===== src/design/b64d_pkg.sv =====
`default_nettype none
// ----------------------------------------------------------------------------
// b64d_pkg
// Shared types, constants and the character classifier for the base64 decoder.
// ----------------------------------------------------------------------------
package b64d_pkg;

	localparam int CMD_DEPTH = 4;
	localparam int CMD_PTR_W = $clog2(CMD_DEPTH);
	localparam int CMD_CNT_W = CMD_PTR_W + 1;

	localparam logic [7:0] CH_PAD   = 8'h3D;
	localparam logic [7:0] CH_PLUS  = 8'h2B;
	localparam logic [7:0] CH_SLASH = 8'h2F;
	localparam logic [7:0] CH_UP_A  = 8'h41;
	localparam logic [7:0] CH_UP_Z  = 8'h5A;
	localparam logic [7:0] CH_LO_A  = 8'h61;
	localparam logic [7:0] CH_LO_Z  = 8'h7A;
	localparam logic [7:0] CH_DIG_0 = 8'h30;
	localparam logic [7:0] CH_DIG_9 = 8'h39;
	localparam logic [7:0] CH_SPACE = 8'h20;
	localparam logic [7:0] CH_TAB   = 8'h09;
	localparam logic [7:0] CH_CR    = 8'h0D;

	localparam logic [5:0] SEXT_LO_BASE  = 6'd26;
	localparam logic [5:0] SEXT_DIG_BASE = 6'd52;
	localparam logic [5:0] SEXT_PLUS     = 6'd62;
	localparam logic [5:0] SEXT_SLASH    = 6'd63;

	typedef enum logic [1:0] {
		ST_OK       = 2'd0,
		ST_BAD_CHAR = 2'd1,
		ST_BAD_LEN  = 2'd2
	} status_t;

	// One request for the back end: a decoded group and the bytes to send.
	typedef struct packed {
		logic [23:0] word;
		logic [2:0]  mask;
		logic        last;
		status_t     status;
	} cmd_t;

	typedef struct packed {
		logic is_invalid;
		logic [5:0] value;
	} sextet_t;

	function automatic logic is_space(input logic [7:0] c);
		return (c == CH_SPACE) || (c >= CH_TAB && c <= CH_CR);
	endfunction

	function automatic sextet_t sextet_of(input logic [7:0] c);
		sextet_t r;
		logic [7:0] d;
		r.is_invalid = 1'b0;
		r.value = '0;
		d = '0;
		if (c >= CH_UP_A && c <= CH_UP_Z) begin
			d = c - CH_UP_A;
			r.value = d[5:0];
		end else if (c >= CH_LO_A && c <= CH_LO_Z) begin
			d = c - CH_LO_A;
			r.value = d[5:0] + SEXT_LO_BASE;
		end else if (c >= CH_DIG_0 && c <= CH_DIG_9) begin
			d = c - CH_DIG_0;
			r.value = d[5:0] + SEXT_DIG_BASE;
		end else if (c == CH_PLUS) begin
			r.value = SEXT_PLUS;
		end else if (c == CH_SLASH) begin
			r.value = SEXT_SLASH;
		end else begin
			r.is_invalid = 1'b1;
		end
		return r;
	endfunction

endpackage
`default_nettype wire


===== src/design/b64d_front.sv =====
`default_nettype none
// ----------------------------------------------------------------------------
// b64d_front
// Accepts characters, classifies them and gathers groups of four sextets.
// ----------------------------------------------------------------------------
module b64d_front (
	input  wire logic            clk,
	input  wire logic            arst_n,
	input  wire logic            in_push,
	input  wire logic [7:0]      in_char,
	input  wire logic            in_eot,
	input  wire logic            cmd_full,
	output logic                 cmd_push,
	output b64d_pkg::cmd_t       cmd
);

	logic [17:0]       held_q, held_n;
	logic              third_pad_q, third_pad_n;
	logic [1:0]        count_q, count_n;
	logic              err_q, err_n;
	logic              accept;
	logic              space;
	logic              pad;
	logic              pad_ok;
	b64d_pkg::sextet_t sx;
	logic [5:0]        v;
	logic [2:0]        mask;

	assign accept = in_push && !cmd_full;
	assign space  = b64d_pkg::is_space(in_char);
	assign pad    = (in_char == b64d_pkg::CH_PAD);
	assign pad_ok = pad && count_q[1];
	assign sx     = b64d_pkg::sextet_of(in_char);
	assign v      = (pad_ok || sx.is_invalid) ? 6'd0 : sx.value;

	always_comb begin
		held_n      = held_q;
		third_pad_n = third_pad_q;
		count_n     = count_q;
		err_n       = err_q;
		mask        = 3'b000;
		if (!space) begin
			if (!pad_ok && sx.is_invalid) begin
				err_n = 1'b1;
			end
			if (count_q != 2'd3) begin
				held_n  = {held_q[11:0], v};
				count_n = count_q + 2'd1;
				if (count_q == 2'd2) begin
					third_pad_n = pad;
				end
			end else begin
				count_n     = 2'd0;
				held_n      = '0;
				third_pad_n = 1'b0;
				if (!err_n) begin
					mask = {1'b1, !third_pad_q, !pad};
				end
			end
		end
	end

	always_comb begin
		cmd.word = {held_q, v};
		cmd.mask = mask;
		cmd.last = in_eot;
		if (count_n != 2'd0) begin
			cmd.status = b64d_pkg::ST_BAD_LEN;
		end else if (err_n) begin
			cmd.status = b64d_pkg::ST_BAD_CHAR;
		end else begin
			cmd.status = b64d_pkg::ST_OK;
		end
		cmd_push = accept && ((mask != 3'b000) || in_eot);
	end

	always_ff @(posedge clk or negedge arst_n) begin
		if (!arst_n) begin
			held_q      <= '0;
			third_pad_q <= 1'b0;
			count_q     <= '0;
			err_q       <= 1'b0;
		end else if (accept) begin
			if (in_eot) begin
				held_q      <= '0;
				third_pad_q <= 1'b0;
				count_q     <= '0;
				err_q       <= 1'b0;
			end else begin
				held_q      <= held_n;
				third_pad_q <= third_pad_n;
				count_q     <= count_n;
				err_q       <= err_n;
			end
		end
	end

endmodule
`default_nettype wire


===== src/design/b64d_cmd_fifo.sv =====
`default_nettype none
// ----------------------------------------------------------------------------
// b64d_cmd_fifo
// Short show-ahead queue of requests between the front and the back end.
// ----------------------------------------------------------------------------
module b64d_cmd_fifo (
	input  wire logic            clk,
	input  wire logic            arst_n,
	input  wire logic            wr_en,
	input  wire b64d_pkg::cmd_t  wr_data,
	output logic                 full,
	input  wire logic            rd_en,
	output logic                 rd_valid,
	output b64d_pkg::cmd_t       rd_data
);

	b64d_pkg::cmd_t                   mem_q [b64d_pkg::CMD_DEPTH];
	logic [b64d_pkg::CMD_PTR_W-1:0]   wr_ptr_q;
	logic [b64d_pkg::CMD_PTR_W-1:0]   rd_ptr_q;
	logic [b64d_pkg::CMD_CNT_W-1:0]   count_q;
	logic                             do_wr;
	logic                             do_rd;

	assign full     = (count_q == b64d_pkg::CMD_CNT_W'(b64d_pkg::CMD_DEPTH));
	assign rd_valid = (count_q != '0);
	assign rd_data  = mem_q[rd_ptr_q];
	assign do_wr    = wr_en && !full;
	assign do_rd    = rd_en && rd_valid;

	always_ff @(posedge clk) begin
		if (do_wr) begin
			mem_q[wr_ptr_q] <= wr_data;
		end
	end

	always_ff @(posedge clk or negedge arst_n) begin
		if (!arst_n) begin
			wr_ptr_q <= '0;
			rd_ptr_q <= '0;
			count_q  <= '0;
		end else begin
			if (do_wr) begin
				wr_ptr_q <= wr_ptr_q + 1'b1;
			end
			if (do_rd) begin
				rd_ptr_q <= rd_ptr_q + 1'b1;
			end
			if (do_wr && !do_rd) begin
				count_q <= count_q + 1'b1;
			end else if (do_rd && !do_wr) begin
				count_q <= count_q - 1'b1;
			end
		end
	end

endmodule
`default_nettype wire


===== src/design/b64d_back.sv =====
`default_nettype none
// ----------------------------------------------------------------------------
// b64d_back
// Splits each request into its result bytes and holds them in an output stage.
// ----------------------------------------------------------------------------
module b64d_back (
	input  wire logic            clk,
	input  wire logic            arst_n,
	input  wire logic            cmd_valid,
	input  wire b64d_pkg::cmd_t  cmd,
	output logic                 cmd_pop,
	output logic                 empty,
	input  wire logic            pop,
	output logic [7:0]           data_byte,
	output logic                 byte_valid,
	output logic                 last_result,
	output logic [1:0]           status
);

	logic [2:0]       sent_q;
	logic             out_valid_q;
	logic [7:0]       data_q;
	logic             bvalid_q;
	logic             last_q;
	b64d_pkg::status_t status_q;
	logic [2:0]       rem;
	logic [2:0]       pick;
	logic             is_final;
	logic             load;
	logic [7:0]       sel_byte;

	assign rem      = cmd.mask & ~sent_q;
	assign pick     = {rem[2], rem[1] & !rem[2], rem[0] & !rem[2] & !rem[1]};
	assign is_final = ((rem & ~pick) == 3'b000);
	assign load     = cmd_valid && (!out_valid_q || pop);
	assign cmd_pop  = load && is_final;

	always_comb begin
		if (pick[2]) begin
			sel_byte = cmd.word[23:16];
		end else if (pick[1]) begin
			sel_byte = cmd.word[15:8];
		end else if (pick[0]) begin
			sel_byte = cmd.word[7:0];
		end else begin
			sel_byte = 8'd0;
		end
	end

	always_ff @(posedge clk or negedge arst_n) begin
		if (!arst_n) begin
			sent_q      <= '0;
			out_valid_q <= 1'b0;
		end else begin
			if (load) begin
				out_valid_q <= 1'b1;
				sent_q      <= is_final ? 3'b000 : (sent_q | pick);
			end else if (pop) begin
				out_valid_q <= 1'b0;
			end
		end
	end

	always_ff @(posedge clk) begin
		if (load) begin
			data_q   <= sel_byte;
			bvalid_q <= |pick;
			last_q   <= cmd.last && is_final;
			status_q <= (cmd.last && is_final) ? cmd.status : b64d_pkg::ST_OK;
		end
	end

	assign empty       = !out_valid_q;
	assign data_byte   = data_q;
	assign byte_valid  = bvalid_q;
	assign last_result = last_q;
	assign status      = status_q;

endmodule
`default_nettype wire


===== src/design/base64_decoder_core.sv =====
`default_nettype none
// ----------------------------------------------------------------------------
// base64_decoder_core
// Streaming base64 decoder: one character in, decoded bytes and status out.
// ----------------------------------------------------------------------------
// Path: a character's first result passes through the request queue and then
// the output stage before it shows on the result ports.
// Throughput: one character per cycle and one result per cycle while results
// are popped; the front stalls only when the four-entry request queue is full.
// Reset clears the group state, the queue and the output stage at once.
module base64_decoder_core (
	input  wire logic       clk,
	input  wire logic       arst_n,
	input  wire logic       push,
	output logic            full,
	input  wire logic [7:0] char_code,
	input  wire logic       end_of_text,
	output logic            empty,
	input  wire logic       pop,
	output logic [7:0]      data_byte,
	output logic            byte_valid,
	output logic            last_result,
	output logic [1:0]      status
);

	logic           fe_push;
	b64d_pkg::cmd_t fe_cmd;
	logic           q_valid;
	b64d_pkg::cmd_t q_cmd;
	logic           q_pop;

	b64d_front u_front (
		.clk      (clk),
		.arst_n   (arst_n),
		.in_push  (push),
		.in_char  (char_code),
		.in_eot   (end_of_text),
		.cmd_full (full),
		.cmd_push (fe_push),
		.cmd      (fe_cmd)
	);

	b64d_cmd_fifo u_fifo (
		.clk      (clk),
		.arst_n   (arst_n),
		.wr_en    (fe_push),
		.wr_data  (fe_cmd),
		.full     (full),
		.rd_en    (q_pop),
		.rd_valid (q_valid),
		.rd_data  (q_cmd)
	);

	b64d_back u_back (
		.clk         (clk),
		.arst_n      (arst_n),
		.cmd_valid   (q_valid),
		.cmd         (q_cmd),
		.cmd_pop     (q_pop),
		.empty       (empty),
		.pop         (pop),
		.data_byte   (data_byte),
		.byte_valid  (byte_valid),
		.last_result (last_result),
		.status      (status)
	);

endmodule
`default_nettype wire


===== config.mk =====
export PLATFORM = sky130hd
export DESIGN_NAME = base64_decoder_core
export DESIGN_NICKNAME = d
export VERILOG_FILES = /design/src/design/b64d_pkg.sv /design/src/design/b64d_front.sv /design/src/design/b64d_cmd_fifo.sv /design/src/design/b64d_back.sv /design/src/design/base64_decoder_core.sv
export SDC_FILE = /design/constraint.sdc
export NUM_CORES = 1
export LEC_CHECK = 0
export BUFFER_PORTS_ARGS = -buffer_cell sky130_fd_sc_hd__buf_2
export CAP_MARGIN = 10
export CORE_UTILIZATION = 51
export DETAILED_ROUTE_END_ITERATION = 8
export PLACE_DENSITY = 0.68
export SLEW_MARGIN = 20
export SYNTH_ARGS = -nofsm -noshare
export SYNTH_HDL_FRONTEND = slang
export SYNTH_SLANG_ARGS = --single-unit

===== constraint.sdc =====
create_clock -name clk -period 3 [get_ports clk]
set_input_delay 0.6 -clock clk [delete_from_list [all_inputs] [get_ports clk]]
set_output_delay 0.6 -clock clk [all_outputs]
set_load 0.005 [all_outputs]

==> metrics.txt, run 1 <==
Synth Net Count=451; CP max stage delay=0.55 ns; multiplexer share of the synthesized area=0.102; Final ANT Viol Nets=0; Total Wirelength=12,900 µm; Peak VDD IR=364 µV; Post-synth EDFFs=132; register area share after synthesis=0.684; final design utilization=0.615; fill count=961; Worst Skew=0.00868 ns; Post-CTS Hold Buffers=0; xor/xnor share of the synthesized area=0.0113; largest net degree at the start of global routing=34; Leak=3.05 nW; CP Capture Type=register; number of global-route vias before repair=3,883; mean post-synth cell area=16.6 µm²; most frequent cells in the layout=edfxtp_1, nor2_1, buf_4, dfrtp_1, mux4_2; DR DRC count=0; Post-CTS Resized=0; CP Cell Sequence=mux4_2 -> nand2b_1 -> nor2_1 -> o21ai_1 -> nand2_1 -> ha_2 -> inv_2 -> fa_2 -> mux2_2; worst reg-to-reg setup slack=0.22 ns; Detail Placement HPWL=8560 µm; Post-synth ARST share=0.200; full die area=14,200 µm²; Worst-Skew Late Latency=0.41 ns; CTS tree=yes; unrepaired setup endpoints after global routing=false; Hold Vio Cnt, Final=0; Initial Utilization=0.526; H-tree depth=4; IO Pins=27; fin crit share=0.928; adder-cell share of the synthesized area=0.0315; first-pass GRT wire length=21,200 µm; initial antenna violation count=0; Worst path slowest cell=mux4_2; Post-synth top flop=edfxtp_1; CTS root buf=clkbuf_16; mapped cell area=7000 µm²; Cells after DPL=646; r2r startpoint=u_fifo.rd_ptr_q[0]; vias per cell=5.65; I/O Buffers=26; gr usage total=0.204; DRT Pass-1 Iters=6; Routability Congestion=0.894; Layout area overhead=16.9%; via count=3,833; Worst-Margin Slew=0.857 ns; die width=119 µm; clock tree buffer depth=2; most common cell after layout, fill and taps aside=edfxtp_1; Nets=519; complex-gate fraction of the synthesized area=0.0872; row count=42; DR WL/cell=19.1 µm; grt total ovfl=0; fin cells=678; WP data arrival=3.09 ns; Synth Register Bits=165; status=completed; final max-slew violation count=0; hold crit path type=input port to async pin; Final setup viols=0; post-layout minimum cycle time=2.78 ns; startpoint types=register; upper clock frequency limit=0.359 GHz; power per cell area=866 nW/µm²; total CTS buffers=17; worst-path fanout max=8; main combinational cell family by area after synthesis=multiplexers; hold slack final=0.301 ns; Setup crit start=u_fifo.rd_ptr_q[0]; Cell variety after synth=52; Die H=119 µm; cell count after synthesis=421; clk sinks=165; Slew HR=0.429; First DRT Iteration DRCs=257; Synth Area in Simple Gates=0.0635; Worst Setup Path Type=register to register; max-cap viol count=0; Core Box Area=13,300 µm²; n_diodes=0; YS warnings=0; share of cells above drive strength 1=0.279; clock slew at reported path FFs=0.06 ns; post-CTS setup buffer count=0; required time worst endpoint=3.30 ns
[report_power, final]
part | internal [mW] | switching (mW)
Combinational | 0.925 | 1.05
Sequential | 2.95 | 0.196
Clock | 1.18 | 0.787
[through the flow]
step	cell area, µm²	setup TNS, ns	power (mW)	setup WS (ns)
detailed placement	7650	-0.0346	5.19	-0.0280
finish	8180	0	7.08	0.216
floorplan	7010	0	4.48	0.00604
CTS	8180	0	7.15	0.194
global placement	7650	0	5.13	0.0414
global route	8180	0	7.45	0.0581
[worst max-delay path: cells and delay by family (launching register included)]
kind / cells / cell delay (ns)
AND/OR/NAND/NOR: 3 / 0.41
adder cells (fa/ha/maj): 2 / 0.63
flip-flops: 1 / 0.52
multiplexers: 2 / 0.81
AO/OA/AOI/OAI: 1 / 0.24
buffers and inverters: 1 / 0.06
[cell usage after synthesis, types with 2 or more instances]
cell type / instances / area share
edfxtp_1: 132 / 0.57
nor2_1: 35 / 0.019
dfrtp_1: 33 / 0.12
mux4_2: 30 / 0.097
a22o_1: 18 / 0.023
nand2_1: 18 / 0.0097
ha_1: 16 / 0.029
inv_1: 16 / 0.0086
a21oi_1: 9 / 0.0064
a221oi_1: 8 / 0.010
o21ai_0: 8 / 0.0057
buf_2: 7 / 0.0050
nand3_1: 7 / 0.0050
nor2b_1: 7 / 0.0063
xnor2_1: 7 / 0.0088
and3_1: 6 / 0.0054
and2_1: 5 / 0.0045
o211ai_1: 5 / 0.0054
o21ai_1: 5 / 0.0036
clkbuf_1: 4 / 0.0021
nor3_1: 4 / 0.0029
a21o_1: 3 / 0.0032
nand2b_1: 3 / 0.0027
a21boi_4: 2 / 0.0054
buf_1: 2 / 0.0011
buf_6: 2 / 0.0032
nand4b_1: 2 / 0.0025
o21ai_2: 2 / 0.0025
xor2_1: 2 / 0.0025
[registers in the layout, summed over array words and instances, names as in the netlist]
name and count:
u_back.sent_q 3, u_front.third_pad_q 1, u_fifo.mem_q 120, u_fifo.wr_ptr_q 2, u_fifo.count_q 3, u_back.data_byte 8, u_front.err_q 1, u_back.out_valid_q 1
u_back.status 2, u_front.count_q 2, u_back.byte_valid 1, u_back.last_result 1, u_front.held_q 18, u_fifo.rd_ptr_q 2
[metal layers]
layer,vias up,GRT usage,part of all wire
li1,1783,-,-
met1,1952,0.274,0.45
met2,84,0.330,0.51
met3,14,0.0417,0.033
met4,0,0.0736,0.013
met5,-,0,0
[path summary, 6_finish.rpt]
path | cells after the start | end
max | 9 | u_fifo.count_q[1]
min | 1 | u_back.sent_q[2]
max reg2reg | 9 | u_fifo.count_q[1]
min reg2reg | 1 | u_fifo.count_q[2]
max in group asynchronous | 1 | u_fifo.rd_ptr_q[0]
min in group clk | 2 | u_back.out_valid_q
[final cells by class]
class | instances | area (µm²) | share of cell area
Timing Repair Buffer | 64 | 490 | 0.0599
Clock buffer | 27 | 483 | 0.0590
Sequential cell | 165 | 4790 | 0.585
Clock inverter | 5 | 52.6 | 0.00642
Tap cell | 176 | 220 | 0.0269
Multi-Input combinational cell | 224 | 2080 | 0.254
Inverter | 17 | 63.8 | 0.00780
[logic make-up (layout without fill, tap and decap cells)]
logic type / after synthesis / count (layout)
flops: 165 / 165
simple gates: 91 / 91
compound gates: 74 / 74
mux: 33 / 33
buf+inv: 32 / 113
fa+ha+maj: 17 / 17
xor+xnor: 9 / 9
No activity file was read; power rests on OpenSTA's default activity.
==> run 2: changes to the inputs <==
Settings changed: ABC_AREA from default to 1.
==> metrics.txt, run 2 <==
full die area=15,000 µm² (was 14,200 µm²); Logic pwr share=0.310 (was 0.278); final design utilization=0.607 (was 0.615); die width=122 µm (was 119 µm); Reg2Reg Depth=14 (was 9); Layout area overhead=15.2% (was 16.9%); Post-synth top flop=edfxtp_1 (unchanged); worst-path fanout max=17 (was 8); YS warnings=0 (unchanged); Post-synth EDFFs=132 (unchanged); fin cells=927 (was 678); max reg flops=120 (unchanged); Post-CTS Hold Buffers=0 (unchanged); sw frac=0.345 (was 0.286); share of the synthesized area in the top cell type=0.536 (was 0.566); post-layout minimum cycle time=2.70 ns (was 2.78 ns); hold slack final=0.289 ns (was 0.301 ns); power per cell area=920 nW/µm² (was 866 nW/µm²); r2r startpoint=u_fifo.rd_ptr_q[0] (unchanged); first-pass GRT wire length=25,500 µm (was 21,200 µm); mapped cell area=7400 µm² (was 7000 µm²); Detail Placement HPWL=10,500 µm (was 8560 µm); Worst path slowest cell=dfrtp_4 (was mux4_2); Worst-Margin Slew=0.891 ns (was 0.857 ns); register area share after synthesis=0.647 (was 0.684); via count=5,024 (was 3,833); Psw=2.71 mW (was 2.03 mW); Peak VDD IR=432 µV (was 364 µV); WP data arrival=2.99 ns (was 3.09 ns); Initial Utilization=0.527 (was 0.526); Internal=5.14 mW (was 5.05 mW); clock tree buffer depth=2 (unchanged); Die H=122 µm (was 119 µm); Worst Skew=0.00783 ns (was 0.00868 ns); Worst Setup Path Type=register to register (unchanged); Cell variety after synth=40 (was 52); CTS tree=yes (unchanged); IO Pins=27 (unchanged); Met1 Routed Length=7160 µm (was 5780 µm); Worst-Skew Late Latency=0.42 ns (was 0.41 ns); unrepaired setup endpoints after global routing=false (unchanged); vias per cell=5.42 (was 5.65); fin crit share=0.899 (was 0.928); Nets=764 (was 519); Synth area leader=edfxtp_1 (unchanged); largest reg by FF count=u_fifo.mem_q (unchanged); mean post-synth cell area=10.9 µm² (was 16.6 µm²); most frequent cells in the layout=nand2_1, edfxtp_1, nor2_1 (was edfxtp_1, nor2_1, buf_4, dfrtp_1, mux4_2); Core Box Area=14,000 µm² (was 13,300 µm²); cell count after synthesis=681 (was 421); met3 routed WL=718 µm (was 432 µm); Crit Reg-Reg Endpoint=u_fifo.count_q[1] (unchanged); Total Wirelength=16,000 µm (was 12,900 µm); max-cap viol count=0 (unchanged); largest net degree at the start of global routing=34 (unchanged); startpoint types=register (unchanged); total CTS buffers=17 (unchanged); synth cell count leaders=edfxtp_1, nand2_1, nor2_1 (was edfxtp_1, nor2_1, dfrtp_1); clk sinks=165 (unchanged); number of global-route vias before repair=4,984 (was 3,883); required time worst endpoint=3.30 ns (about the same); Final ANT Viol Nets=0 (unchanged); n_diodes=0 (unchanged); First DRT Iteration DRCs=462 (was 257); Synth Register Bits=165 (unchanged); Synth Net Count=711 (was 451); Tot Pwr=7.85 mW (was 7.08 mW); Cells after DPL=893 (was 646); Routability Congestion=0.910 (was 0.894); share of cells above drive strength 1=0.186 (was 0.279); Top Metal Used=met4 (unchanged); worst reg-to-reg setup slack=0.30 ns (was 0.22 ns); DR DRC count=0 (unchanged); power share of the clock group=0.281 (was 0.278); ranking of synthesized cells by area=edfxtp_1, dfrtp_1, nand2_1, nor2_1, o21ai_0 (was edfxtp_1, dfrtp_1, mux4_2, ha_1, a22o_1); gr usage total=0.227 (was 0.204); Final setup viols=0 (unchanged); CP max stage delay=0.56 ns (was 0.55 ns); row count=43 (was 42); CP Capture Type=register (unchanged); status=completed (unchanged); hold crit path type=input port to async pin (unchanged); Seq pwr share=0.409 (was 0.444); upper clock frequency limit=0.371 GHz (was 0.359 GHz); DR WL/cell=17.2 µm (was 19.1 µm); I/O Buffers=26 (unchanged); Slew HR=0.406 (was 0.429); H-tree depth=4 (unchanged); Met2 Routed Length=7940 µm (was 6570 µm); final max-slew violation count=0 (unchanged); Post-synth ARST share=0.200 (unchanged); grt total ovfl=0 (unchanged); CP Cell Sequence=buf_4 -> nor2_1 -> nor2_1 -> o21ai_1 -> nand2_1 -> nand2_1 -> nor2_1 -> nand2_1 -> nand2_2 -> nand2_4 -> ha_1 -> inv_1 -> fa_1 -> mux2_2 (was mux4_2 -> nand2b_1 -> nor2_1 -> o21ai_1 -> nand2_1 -> ha_2 -> inv_2 -> fa_2 -> mux2_2); DRT Pass-1 Iters=5 (was 6); clock slew at reported path FFs=0.07 ns (was 0.06 ns); CTS root buf=clkbuf_16 (unchanged); initial antenna violation count=0 (unchanged); Hold Vio Cnt, Final=0 (unchanged); Leak=3.50 nW (was 3.05 nW)
[run 2: metal layers]
metal / vias up / track usage
met1: 2425 / 0.302
li1: 2445 / -
met5: - / 0
met2: 137 / 0.374
met4: 0 / 0.0762
met3: 17 / 0.0451
[run 2: what timing repair did]
action,4_1_cts,5_1_grt
endpoints found under the setup margin,0,2
gates resized for setup,0,1
buffers inserted,0,2
[run 2: power by group through the flow]
stage                     combinational, mW  clock [mW]  sequential (mW)
after floorplan                        1.67           0             3.18
after global placement                 2.35           0             3.23
after detailed placement               2.41           0             3.25
after CTS                              2.42        2.23             3.21
after global routing                   2.73        2.32             3.25
final                                  2.44        2.20             3.21
[run 2: cell type report]
cell class                      count  area (µm²)
Fill cell                        1138        5510
Sequential cell                   165        4790
Multi-Input combinational cell    444        2300
Clock buffer                       18         429
Timing Repair Buffer               57         413
Tap cell                          180         225
Inverter                           49         189
Clock inverter                     14         176
[run 2: worst max-delay path by stage]
stage / startpoint / endpoint / cells after the start
5_1_grt: u_fifo.rd_ptr_q[0] / u_fifo.count_q[2] / 16
4_1_cts: u_fifo.rd_ptr_q[0] / u_fifo.count_q[1] / 14
3_5_place_dp: char_code[2] / u_fifo.count_q[1] / 17
3_3_place_gp: char_code[2] / u_fifo.count_q[1] / 17
2_1_floorplan: char_code[1] / u_fifo.mem_q[0][0] / 10
6_report: u_fifo.rd_ptr_q[0] / u_fifo.count_q[1] / 14
[run 2: logic make-up after synthesis]
kind of cell,synth area share
xor+xnor,0.0107
flops,0.647
fa+ha+maj,0.0298
mux,0.00152
simple gates,0.178
buf+inv,0.0431
compound gates,0.0894
[run 2: worst max-delay path, delay by kind of cell, from the launching register on]
family,cells,cell delay (ns)
buffers and inverters,2,0.35
AND/OR/NAND/NOR,8,0.71
flip-flops,1,0.56
multiplexers,1,0.27
adder cells (fa/ha/maj),2,0.61
AO/OA/AOI/OAI,1,0.07
[run 2: per-stage QoR]
stage	TNS (ns)	worst slack, ns	cell area (µm²)
floorplan	-40.98	-0.342	7400
global placement	0	0.0606	7910
detailed placement	-0.0000524	-0.0000524	7910
CTS	0	0.235	8510
global route	0	0.0357	8530
finish	0	0.303	8530
